## config.mk

```make
export PLATFORM = sky130hd
export DESIGN_NAME = vdl_light_dot
export DESIGN_NICKNAME = d
export VERILOG_FILES = /design/src/hdl/vdl_pkg.sv /design/src/hdl/vdl_light_dot.sv
export SDC_FILE = /design/constraint.sdc
export NUM_CORES = 2
export LEC_CHECK = 0
export ABC_CLOCK_PERIOD_IN_PS = 4500
export BUFFER_PORTS_ARGS = -buffer_cell sky130_fd_sc_hd__buf_2
export CAP_MARGIN = 20
export CORE_UTILIZATION = 66
export DETAILED_ROUTE_END_ITERATION = 8
export GPL_ROUTABILITY_DRIVEN = 0
export PLACE_DENSITY = 0.84
export SLEW_MARGIN = 20
export SYNTH_ARGS = -nofsm -noshare
export SYNTH_HDL_FRONTEND = slang
export SYNTH_SLANG_ARGS = --single-unit
```

## constraint.sdc

```tcl
create_clock -name clk -period 4.5 [get_ports clk]
set_clock_uncertainty 0.05 [all_clocks]
set_input_delay 0.225 -clock clk [delete_from_list [all_inputs] [get_ports clk]]
set_output_delay 0.225 -clock clk [all_outputs]
set_load 0.03 [all_outputs]
```

## src/hdl/vdl_pkg.sv

```systemverilog
// ----------------------------------------------------------------------------
// vdl_pkg - shared types and constants for vertex diffuse lighting
// Fixed-point widths, register indexes, reset values and stage payloads.
// ----------------------------------------------------------------------------
package vdl_pkg;

    localparam int FRAC_BITS   = 14;
    localparam int COEF_W      = 16;
    localparam int VEC_W       = 3 * COEF_W;
    localparam int PROD_W      = 2 * COEF_W;
    localparam int SUM_W       = PROD_W + 2;
    localparam int ROT_W       = SUM_W - FRAC_BITS;
    localparam int LPROD_W     = ROT_W + COEF_W;
    localparam int DOT_W       = LPROD_W + 2;
    localparam int BYTE_W      = 8;
    localparam int COLOUR_W    = 3 * BYTE_W;
    localparam int SHADE_W     = DOT_W + BYTE_W;
    localparam int SHADE_SHIFT = 2 * FRAC_BITS;
    localparam int CFG_IDX_W   = 3;

    localparam logic [CFG_IDX_W-1:0] REG_MATRIX_COL0 = 3'd0;
    localparam logic [CFG_IDX_W-1:0] REG_MATRIX_COL1 = 3'd1;
    localparam logic [CFG_IDX_W-1:0] REG_MATRIX_COL2 = 3'd2;
    localparam logic [CFG_IDX_W-1:0] REG_LIGHT_DIR   = 3'd3;
    localparam logic [CFG_IDX_W-1:0] REG_BASE_COLOUR = 3'd4;

    localparam logic [VEC_W-1:0]    RST_MATRIX_COL0 = 48'd16384;
    localparam logic [VEC_W-1:0]    RST_MATRIX_COL1 = 48'd1073741824;
    localparam logic [VEC_W-1:0]    RST_MATRIX_COL2 = 48'd70368744177664;
    localparam logic [VEC_W-1:0]    RST_LIGHT_DIR   = 48'd240852556129523;
    localparam logic [COLOUR_W-1:0] RST_BASE_COLOUR = 24'hFFFFFF;

    localparam logic [BYTE_W-1:0] BYTE_MAX = 8'd255;

    typedef logic [VEC_W-1:0] vec_t;

    typedef struct packed {
        logic signed [ROT_W-1:0] r0;
        logic signed [ROT_W-1:0] r1;
        logic signed [ROT_W-1:0] r2;
        logic                    last;
    } rot_t;

    typedef struct packed {
        logic signed [DOT_W-1:0] dot;
        logic                    last;
    } dot_t;

    function automatic logic signed [COEF_W-1:0] lane(input vec_t v, input int k);
        return $signed(v[COEF_W*k +: COEF_W]);
    endfunction

endpackage

```

## src/hdl/vdl_light_dot.sv

```systemverilog
// ----------------------------------------------------------------------------
// vdl_light_dot - light direction dot product stages
// Stage 3 registers the three products with the light vector, stage 4 sums.
// ----------------------------------------------------------------------------
module vdl_light_dot
(
    input  logic          clk,
    input  logic          rst_n,
    input  logic          in_vld,
    output logic          in_rdy,
    input  vdl_pkg::rot_t rot,
    input  vdl_pkg::vec_t light,
    output logic          out_vld,
    input  logic          out_rdy,
    output vdl_pkg::dot_t dot
);

    logic signed [vdl_pkg::LPROD_W-1:0] lprod_reg [3];
    logic signed [vdl_pkg::ROT_W-1:0]   r [3];
    logic                               last3_reg;
    logic                               v3_reg;
    logic                               v4_reg;
    logic                               rdy3;
    logic                               rdy4;
    vdl_pkg::dot_t                      dot_reg;
    vdl_pkg::dot_t                      dot_next;

    assign r[0] = rot.r0;
    assign r[1] = rot.r1;
    assign r[2] = rot.r2;

    assign rdy4   = !v4_reg || out_rdy;
    assign rdy3   = !v3_reg || rdy4;
    assign in_rdy = rdy3;

    always_ff @(posedge clk or negedge rst_n)
    begin
        if (!rst_n)
        begin
            v3_reg <= 1'b0;
            v4_reg <= 1'b0;
        end
        else
        begin
            if (rdy3)
            begin
                v3_reg <= in_vld;
            end
            if (rdy4)
            begin
                v4_reg <= v3_reg;
            end
        end
    end

    always_ff @(posedge clk)
    begin
        if (rdy3 && in_vld)
        begin
            for (int k = 0; k < 3; k++)
            begin
                lprod_reg[k] <= vdl_pkg::LPROD_W'(r[k]) * vdl_pkg::LPROD_W'(vdl_pkg::lane(light, k));
            end
            last3_reg <= rot.last;
        end
    end

    always_comb
    begin
        dot_next.dot  = vdl_pkg::DOT_W'(lprod_reg[0]) + vdl_pkg::DOT_W'(lprod_reg[1])
                      + vdl_pkg::DOT_W'(lprod_reg[2]);
        dot_next.last = last3_reg;
    end

    always_ff @(posedge clk)
    begin
        if (rdy4 && v3_reg)
        begin
            dot_reg <= dot_next;
        end
    end

    assign out_vld = v4_reg;
    assign dot     = dot_reg;

endmodule

```

==> metrics.cfg <==
[global_route]
grt_pass1_vias=41340
antenna_found_initial=18
track_usage_pct=41.78
grt_pass1_wl_mm=212.0
grt_overflow=0
grt_start_max_net_pins=50

[synthesis]
synth-seq-cells=150
seq_area_frac_synth_pct=10.60
syn-num-nets=5793
async_reset_ff_share_pct=1.333
synthDistinctLibCells=68
synth_area_mm2=0.04241
synth_top_area_share_pct=46.78
synth_edf_count=148
synthFlopType=edfxtp_1
syn_area_per_cell_um2=9.675
yosysWarnings=0
synthCells=4383
ys_top_cells_by_area=fa_1 (47%), edfxtp_1 (10%), inv_1 (9.4%), ha_1 (9.0%), and2_1 (6.6%)
synth_top_cell_by_area=fa_1

[layout]
layout-drive-gt1-share_pct=27.21
final_common_cell=inv_1
area_growth_pct=24.94
fin_nets=6443
largest_register_ffs=108
final_cell_mix=inv_1 (980), fa_1 (909), buf_4 (544)
fin_area_mm2=0.05298

[worst_setup_path]
worst-r2r-setup-slack_ns=-0.43
crit_start=rot[53]
crit_required_ns=4.54
cp_slowest_cell=xnor2_1
start_kind=primary input
rr_startpoint=lprod_reg[0][45]
path_max_fanout=9
path_class=in2reg
critPathArrivalTime_ns=6.89
critPathCaptureType=flip-flop
cpPeakStageDelay_ns=0.94
cpMostUsedCell=fa_1
path_cells=buf_6, buf_4, nand2_1, fa_1, fa_2, fa_1, inv_1, fa_1, fa_1, fa_1, ha_4, buf_6, nand2_2, nor2_4, nand2_2, o31ai_4, a31oi_4, buf_6, nor2b_4, o21a_1, nor2_2, xnor2_1

[floorplan]
die_y_um=255.5
io_pins=154
die_area_mm2=0.06527
die_w_um=255.5
initial_utilization_pct=66.98
rows=92
core_area_mm2=0.06331

[timing]
holdWs_ns=-0.002482
rsz0062_at_grt=yes
fmax_mhz=146.1
maxSlewViolCount=0
hold_viol=1
worst_slack_ns=-2.346
fin_crit_ns=6.846
max_slew_margin_pct=17.71
final.setup.tns_ns=-91.93
finalCritPeriodShare_pct=152.1
setup_viol=82
tightestPinTransition_ns=1.226

[cts]
path_clk_slew_ns=0.08
cts_max_path_buffers=2
htree_levels=4
cts_buffers=17
cts_tree=done
clockRootBuffer=clkbuf_16
clock_latency_ns=0.47
clock_sinks=150

[drt]
first_iter_violations=6381
wl_mm=168.3
drcViolationCount=112
post_drt_wl_per_cell_um=28.51
num_vias=39570
drtAntennaViolNets=0
viasPerCell=6.705
dr.pass1.iters=9

[status]
violations=design-rule violations, negative hold slack, negative setup slack
status=complete, but fails checks

[placed_design]
pre_cts_ws_ns=-1.615
place_area_mm2=0.04862
dp_hpwl_mm=91.10
io_buffers=153

[hold_path]
hp-class=in2reg
min_from=out_rdy

[job]
drv_cap=0

## layer usage
layer  track usage, %  vias up  part of all wire (%)
li1                 -    14360                     -
met1            46.06    18650                    28
met2            70.37     4415                    43
met3            10.21     2116                    16
met4            30.90       32                    13
met5                0        -                  0.36
## worst paths after layout
kind | end | cells past startpoint
setup reg to reg | dot[37] | 11
max in group asynchronous | out_vld | 2
min in group asynchronous | v3_reg | 2
hold reg to reg | dot[0] | 0
hold / removal | out_vld | 3
setup / recovery | lprod_reg[0][26] | 22
## cells in the mapped netlist (6+ instances only)
cell type and number:
nand3_1 20, a31oi_1 13, clkbuf_1 165, o21ai_1 7, and3_1 13, o21bai_1 17, nor2_1 96, and2_1 448
a21o_1 47, nand2b_1 24, a211o_1 6, nor2b_1 17, fa_1 991, nor3_1 16, a211oi_1 19, a21oi_1 111
ha_1 306, xnor2_1 115, nand4_1 12, o21ai_0 62, xor2_1 38, nand2_1 523, o211ai_1 14, inv_1 1058
edfxtp_1 148, o21a_1 20
## critical path: cells and delay by family
kind / cells / cell delay [ns]
buffers and inverters: 5 / 0.69
AO/OA/AOI/OAI: 3 / 0.69
AND/OR/NAND/NOR: 6 / 0.75
XOR/XNOR: 1 / 0.94
adder cells (fa/ha/maj): 7 / 3.60
## per-stage QoR
stage	utilization (%)	instances
floorplan	-	4383
global placement	76.80	5752
detailed placement	76.80	5752
CTS	81.19	5844
global route	83.66	5896
finish	83.68	5902
## repair_timing
action                     in CTS  in global routing
resized for setup             429                353
gates cloned                    5                  3
pin swaps                     203                221
setup buffers                  64                 56
hold endpoints to repair        4                  0
hold buffers                    3                  0
setup endpoints to repair      81                 83
## kinds of logic (layout without fill, tap and decap cells)
group           after synthesis  after routing  synth area share [%]
simple gates               1186           1186                 13.81
buf+inv                    1230           1893                 10.89
flops                       150            150                 10.60
xor+xnor                    153            153                 3.160
mux                           1              1               0.02361
fa+ha+maj                  1297           1297                 55.81
compound gates              366            366                 5.709
other cells                   0             10                     0
## layout make-up
class,instances,area [µm²]
Clock inverter,15,170.2
Clock buffer,17,425.4
Multi-Input combinational cell,3003,35750
Inverter,1061,3998
Antenna cell,10,25.02
Timing Repair Buffer,800,7064
Fill cell,2549,10330
Tap cell,846,1059
Sequential cell,150,4494
Power is left out: the tool's default activity adds up to more than one toggle a clock period on the data nets, which glitch-free logic cannot reach.
