===== src/hdl/vdl_pkg.sv =====
// ----------------------------------------------------------------------------
// vdl_pkg - shared types and constants for vertex diffuse lighting
// Fixed-point widths, register indexes, reset values and stage payloads.
// ----------------------------------------------------------------------------
package vdl_pkg;

    localparam int FRAC_BITS   = 14;
    localparam int COEF_W      = 16;
    localparam int VEC_W       = 3 * COEF_W;
    localparam int PROD_W      = 2 * COEF_W;
    localparam int SUM_W       = PROD_W + 2;
    localparam int ROT_W       = SUM_W - FRAC_BITS;
    localparam int LPROD_W     = ROT_W + COEF_W;
    localparam int DOT_W       = LPROD_W + 2;
    localparam int BYTE_W      = 8;
    localparam int COLOUR_W    = 3 * BYTE_W;
    localparam int SHADE_W     = DOT_W + BYTE_W;
    localparam int SHADE_SHIFT = 2 * FRAC_BITS;
    localparam int CFG_IDX_W   = 3;

    localparam logic [CFG_IDX_W-1:0] REG_MATRIX_COL0 = 3'd0;
    localparam logic [CFG_IDX_W-1:0] REG_MATRIX_COL1 = 3'd1;
    localparam logic [CFG_IDX_W-1:0] REG_MATRIX_COL2 = 3'd2;
    localparam logic [CFG_IDX_W-1:0] REG_LIGHT_DIR   = 3'd3;
    localparam logic [CFG_IDX_W-1:0] REG_BASE_COLOUR = 3'd4;

    localparam logic [VEC_W-1:0]    RST_MATRIX_COL0 = 48'd16384;
    localparam logic [VEC_W-1:0]    RST_MATRIX_COL1 = 48'd1073741824;
    localparam logic [VEC_W-1:0]    RST_MATRIX_COL2 = 48'd70368744177664;
    localparam logic [VEC_W-1:0]    RST_LIGHT_DIR   = 48'd240852556129523;
    localparam logic [COLOUR_W-1:0] RST_BASE_COLOUR = 24'hFFFFFF;

    localparam logic [BYTE_W-1:0] BYTE_MAX = 8'd255;

    typedef logic [VEC_W-1:0] vec_t;

    typedef struct packed {
        logic signed [ROT_W-1:0] r0;
        logic signed [ROT_W-1:0] r1;
        logic signed [ROT_W-1:0] r2;
        logic                    last;
    } rot_t;

    typedef struct packed {
        logic signed [DOT_W-1:0] dot;
        logic                    last;
    } dot_t;

    function automatic logic signed [COEF_W-1:0] lane(input vec_t v, input int k);
        return $signed(v[COEF_W*k +: COEF_W]);
    endfunction

endpackage


===== src/hdl/vdl_shade.sv =====
// ----------------------------------------------------------------------------
// vdl_shade - colour scaling stages
// Stage 5 takes the magnitude of a negative dot, stage 6 scales it by each
// channel, stage 7 truncates and saturates into the output register.
// ----------------------------------------------------------------------------
module vdl_shade
(
    input  logic                           clk,
    input  logic                           rst_n,
    input  logic                           in_vld,
    output logic                           in_rdy,
    input  vdl_pkg::dot_t                  dot,
    input  logic [vdl_pkg::COLOUR_W-1:0]   base,
    output logic                           out_vld,
    input  logic                           out_rdy,
    output logic [vdl_pkg::BYTE_W-1:0]     red,
    output logic [vdl_pkg::BYTE_W-1:0]     green,
    output logic [vdl_pkg::BYTE_W-1:0]     blue,
    output logic                           last
);

    logic [vdl_pkg::DOT_W-1:0]   mag_reg;
    logic [vdl_pkg::SHADE_W-1:0] scaled_reg [3];
    logic [vdl_pkg::SHADE_W-1:0] shifted [3];
    logic [vdl_pkg::BYTE_W-1:0]  byte_next [3];
    logic [vdl_pkg::BYTE_W-1:0]  byte_reg [3];
    logic                        last5_reg;
    logic                        last6_reg;
    logic                        last7_reg;
    logic                        v5_reg;
    logic                        v6_reg;
    logic                        v7_reg;
    logic                        rdy5;
    logic                        rdy6;
    logic                        rdy7;

    assign rdy7   = !v7_reg || out_rdy;
    assign rdy6   = !v6_reg || rdy7;
    assign rdy5   = !v5_reg || rdy6;
    assign in_rdy = rdy5;

    always_ff @(posedge clk or negedge rst_n)
    begin
        if (!rst_n)
        begin
            v5_reg <= 1'b0;
            v6_reg <= 1'b0;
            v7_reg <= 1'b0;
        end
        else
        begin
            if (rdy5)
            begin
                v5_reg <= in_vld;
            end
            if (rdy6)
            begin
                v6_reg <= v5_reg;
            end
            if (rdy7)
            begin
                v7_reg <= v6_reg;
            end
        end
    end

    // facing away from the light gives black
    always_ff @(posedge clk)
    begin
        if (rdy5 && in_vld)
        begin
            mag_reg   <= dot.dot[vdl_pkg::DOT_W-1] ? vdl_pkg::DOT_W'(-dot.dot)
                                                   : '0;
            last5_reg <= dot.last;
        end
    end

    always_ff @(posedge clk)
    begin
        if (rdy6 && v5_reg)
        begin
            for (int c = 0; c < 3; c++)
            begin
                scaled_reg[c] <= vdl_pkg::SHADE_W'(mag_reg)
                               * vdl_pkg::SHADE_W'(base[vdl_pkg::BYTE_W*c +: vdl_pkg::BYTE_W]);
            end
            last6_reg <= last5_reg;
        end
    end

    always_comb
    begin
        for (int c = 0; c < 3; c++)
        begin
            shifted[c]   = scaled_reg[c] >> vdl_pkg::SHADE_SHIFT;
            byte_next[c] = (|shifted[c][vdl_pkg::SHADE_W-1:vdl_pkg::BYTE_W])
                         ? vdl_pkg::BYTE_MAX : shifted[c][vdl_pkg::BYTE_W-1:0];
        end
    end

    always_ff @(posedge clk)
    begin
        if (rdy7 && v6_reg)
        begin
            for (int c = 0; c < 3; c++)
            begin
                byte_reg[c] <= byte_next[c];
            end
            last7_reg <= last6_reg;
        end
    end

    assign out_vld = v7_reg;
    assign red     = byte_reg[0];
    assign green   = byte_reg[1];
    assign blue    = byte_reg[2];
    assign last    = last7_reg;

endmodule


===== config.mk =====
export PLATFORM = sky130hd
export DESIGN_NAME = vdl_shade
export DESIGN_NICKNAME = d
export VERILOG_FILES = /design/src/hdl/vdl_pkg.sv /design/src/hdl/vdl_shade.sv
export SDC_FILE = /design/constraint.sdc
export NUM_CORES = 2
export LEC_CHECK = 0
export ABC_AREA = 1
export BUFFER_PORTS_ARGS = -buffer_cell sky130_fd_sc_hd__clkbuf_2
export CELL_PAD_IN_SITES_DETAIL_PLACEMENT = 1
export CELL_PAD_IN_SITES_GLOBAL_PLACEMENT = 2
export CORE_ASPECT_RATIO = 2
export CORE_MARGIN = 2
export CORE_UTILIZATION = 39
export DETAILED_ROUTE_END_ITERATION = 6
export HOLD_SLACK_MARGIN = 0.06
export PLACE_DENSITY = 0.92
export SLEW_MARGIN = 30
export SYNTH_ARGS = -nofsm -noshare
export SYNTH_HDL_FRONTEND = slang
export SYNTH_SLANG_ARGS = --single-unit

===== constraint.sdc =====
create_clock -name clk -period 5.5 [get_ports clk]
set_input_delay 1.1 -clock clk [delete_from_list [all_inputs] [get_ports clk]]
set_output_delay 1.1 -clock clk [all_outputs]
set_load 0.01 [all_outputs]

==> results by group <==
Run status
  • Status: complete, no violations

Synth
  • Post-synthesis simple-gate area fraction: about 22%
  • Compound-Gate Fraction of Synth Area: roughly 6.0%
  • Synth Warn #: 0
  • Main combinational cell family by area after synthesis: adder cells
  • Ys async rst share: 2.459%
  • Post-synthesis mux area share: 0%
  • Synthesized Nets: a little under 6000
  • Cells after synthesis: approximately 4900
  • Synth Register Bits: approximately 120
  • Number of synthesized flops with an enable pin: approximately 120
  • Cell area after synthesis: between 30000 and 40000 um^2
  • Ys flop type: edfxtp_1
  • Synth unique cells: 46
  • Area share of fa/ha/maj cells after synthesis: approximately 44%
  • Post-Syn Area per Cell: about 7 um^2
  • XOR/XNOR Fraction of Synth Area: 0.6518%
  • Sequential area share after synthesis: about a tenth

Power
  • Pwr Density: roughly 490 nW/um^2
  • Lkg Pwr: between 20 and 25 nW
  • VDD IR max: around 0.00036 V

STA
  • Final setup viols: 0
  • Max-slew violations: 0
  • Setup_tns: 0 ps
  • Clock Skew: about 14 ps
  • Slew margin rel.: 38.38%
  • Tightest Pin Transition: 924.3 ps
  • Hold slack: ~380 ps
  • Peak Freq: between 150 and 200 MHz
  • Final Hold Fails: 0
  • RSZ-0062 raised after global routing: false
  • Minimum clock period after layout: 5321 ps
  • Final Cycle Share: between 90% and 100%

Global route
  • Antenna violations before repair: 1
  • Number of global-route vias before repair: approximately 37000
  • GR Overflow Total: 0
  • First-pass GRT wire length: about 200000 um
  • Gr usage total: roughly 28%
  • Largest net degree at the start of global routing: 40

Critical path
  • Required time of the critical path: between 5000 and 6000 ps
  • RR Endpoint: scaled_reg[0][43]$_DFFE_PP_
  • Worst setup EP type: register
  • Cell depth of the worst setup path: 22
  • Crit-path max FO: 13
  • Critical path arrival: about 5600 ps
  • Crit path buf inv count: 6
  • Max incr delay on CP: approximately 520 ps
  • Worst path slowest cell: fa_1
  • Launch point of the worst path: base[6]
  • CP Cell Sequence: clkbuf_2 > buf_4 > buf_4 > nand2_1 > inv_1 > fa_1 > fa_1 > fa_1 > fa_1 > ha_1 > buf_4 > nand2_1 > nor2_1 > nor2_1 > buf_4 > o21ai_0 > nand2_1 > nand2_1 > a21oi_1 > nand2_1 > nand2_1 > nand2_1
  • Crit path to: scaled_reg[0][43]$_DFFE_PP_
  • Crit Path Category: in2reg
  • Crit-path most repeated cell: nand2_1
  • Critical path startpoint category: input port
  • R2R setup slack: roughly 230 ps
  • Cell family with most CP delay: adder cells
  • Worst r2r src: mag_reg[36]$_SDFFCE_PN0P_
  • Worst-case reg-to-reg path depth: 19

Die
  • Placement Rows: 155
  • Core area: just under 90000 um^2
  • Ports: 94
  • Die width: around 220 um
  • Total Die Area: between 90000 and 100000 um^2
  • Starting Density: between 30% and 40%
  • Die Span Y: approximately 430 um

Clocking
  • Root Driver: clkbuf_16
  • Worst-skew pair later-pin latency: roughly 510 ps
  • Clock Sinks: between 100 and 150
  • CTS tree: built
  • H-tree levels: 4
  • Clock buffer count from CTS: 17
  • Hold-fix buffers at CTS: 0
  • CTS Buffer Depth: 2
  • Clock transition at path regs: about 60 ps

Route
  • Vias/cell: 5.027
  • Number of remaining DRC errors: 0
  • Total iterations of the first detailed-routing run: 5
  • WL/cell: about 20 um
  • Detailed Route Iter0 Violations: about 1300
  • Antenna Nets Post-Route: 0
  • Vias: between 30000 and 40000
  • Final WL: about 120000 um

Placed design
  • Post-DP Area: just under 40000 um^2
  • Final GP Congestion: roughly 0.94
  • Hpwl dp: 105200 um
  • # port buffers: between 90 and 100

Hold path
  • Worst Hold Class: in2async

Run
  • Max Cap Violations: 0

Finish
  • Most common cell after layout, fill and taps aside: inv_1
  • Max reg flops: 54
  • Post-route cell area: approximately 40000 um^2
  • Fill cells: about 11000
  • N_diodes: 0
  • Synth-to-Final Area Change: 14.28%
  • Fin nets: just over 6000
  • Most frequent cells in the layout: inv_1, nand2_1, fa_1
  • Fraction of layout cells with a size suffix above 1: about a tenth
  • Core Util, Final: around 45%
[worst register-to-register path, cell delays in order (launching register included)]
cell	delay [ps]
edfxtp_1	960
nand2_1	240
fa_1	600
inv_1	60
fa_1	530
inv_1	50
fa_1	480
inv_1	50
fa_1	440
ha_1	360
a21oi_1	150
buf_4	150
nand2_1	60
a21oi_1	320
buf_4	180
nand2_1	40
a21oi_1	180
nand2_1	80
nand2_1	60
nand2_1	40
[layout make-up]
class / count / area [um^2] / area share, %
inverters: 1418 / 5324 / 13.33
multi-input cells: 3170 / 25310 / 63.39
clock buffers: 17 / 425.4 / 1.065
clock inverters: 15 / 138.9 / 0.3478
flip-flops and latches: 122 / 3649 / 9.138
repair buffers: 428 / 3608 / 9.038
well taps: 1177 / 1473 / 3.688
[layer usage]
| layer | global-route usage, % | wire length (um) | vias to the layer above |
|---|---|---|---|
| li1 | - | - | 14627 |
| met1 | 26.60 | 41910 | 16242 |
| met2 | 55.89 | 69840 | 660 |
| met3 | 2.559 | 2911 | 380 |
| met4 | 19.20 | 9301 | 0 |
| met5 | 0 | 0 | - |
[through the flow]
step | power [mW] | instances | worst slack, ps
after floorplan | 11.44 | 4885 | 220.3
after global placement | 18.13 | 6313 | -471.0
after detailed placement | 18.58 | 6315 | -483.9
after CTS | 19.85 | 6347 | 58.99
after global routing | 21.75 | 6347 | 3.659
final | 19.68 | 6347 | 179.3
[synthesized netlist by cell type (4+ instances only)]
master	count	area share [%]
buf_2	5	0.072
o21a_1	6	0.13
a21oi_1	185	2.7
buf_1	41	0.44
a21boi_0	9	0.19
o21ai_1	11	0.16
nand2_1	1409	15
edfxtp_1	119	10
inv_2	4	0.043
xnor2_1	4	0.10
a21o_1	26	0.56
nor3_2	4	0.11
nor4_1	15	0.27
o21ai_0	106	1.5
clkbuf_1	126	1.4
nor2_2	4	0.072
fa_1	645	37
inv_1	1413	15
a31oi_1	4	0.072
o21bai_1	22	0.47
xor2_1	22	0.55
nand3b_1	6	0.13
nor2_4	4	0.13
nand4_1	33	0.59
nand3_1	91	1.3
ha_1	190	6.8
nor2_1	310	3.3
nor3_1	37	0.53
[cells by family after synthesis]
group	count (synthesis)
adder cells (fa/ha/maj)	835
AO/OA/AOI/OAI	381
AND/OR/NAND/NOR	1928
flip-flops	122
buffers and inverters	1593
XOR/XNOR	26
[power by group]
group	switching, mW	internal, mW
sequential	0.128	1.57
clock	0.497	0.624
combinational	10.1	6.73
total	10.8	8.92
[how the worst min path moves through the flow]
stage	start	end	slack [ps]	cells past startpoint
2_1_floorplan	last6_reg$_DFFE_PP_	last$_DFFE_PP_	400	0
6_report	rst_n	out_vld$_DFFE_PN0P_	380	1
3_3_place_gp	last6_reg$_DFFE_PP_	last$_DFFE_PP_	410	0
4_1_cts	rst_n	out_vld$_DFFE_PN0P_	350	1
5_1_grt	rst_n	out_vld$_DFFE_PN0P_	360	1
3_5_place_dp	last6_reg$_DFFE_PP_	last$_DFFE_PP_	410	0
[timing repair]
item                                    4_1_cts  5_1_grt
setup buffers                                 0        0
gates resized for setup                       0        1
endpoints found under the setup margin        0        1
No activity file was read; power rests on OpenSTA's default activity.
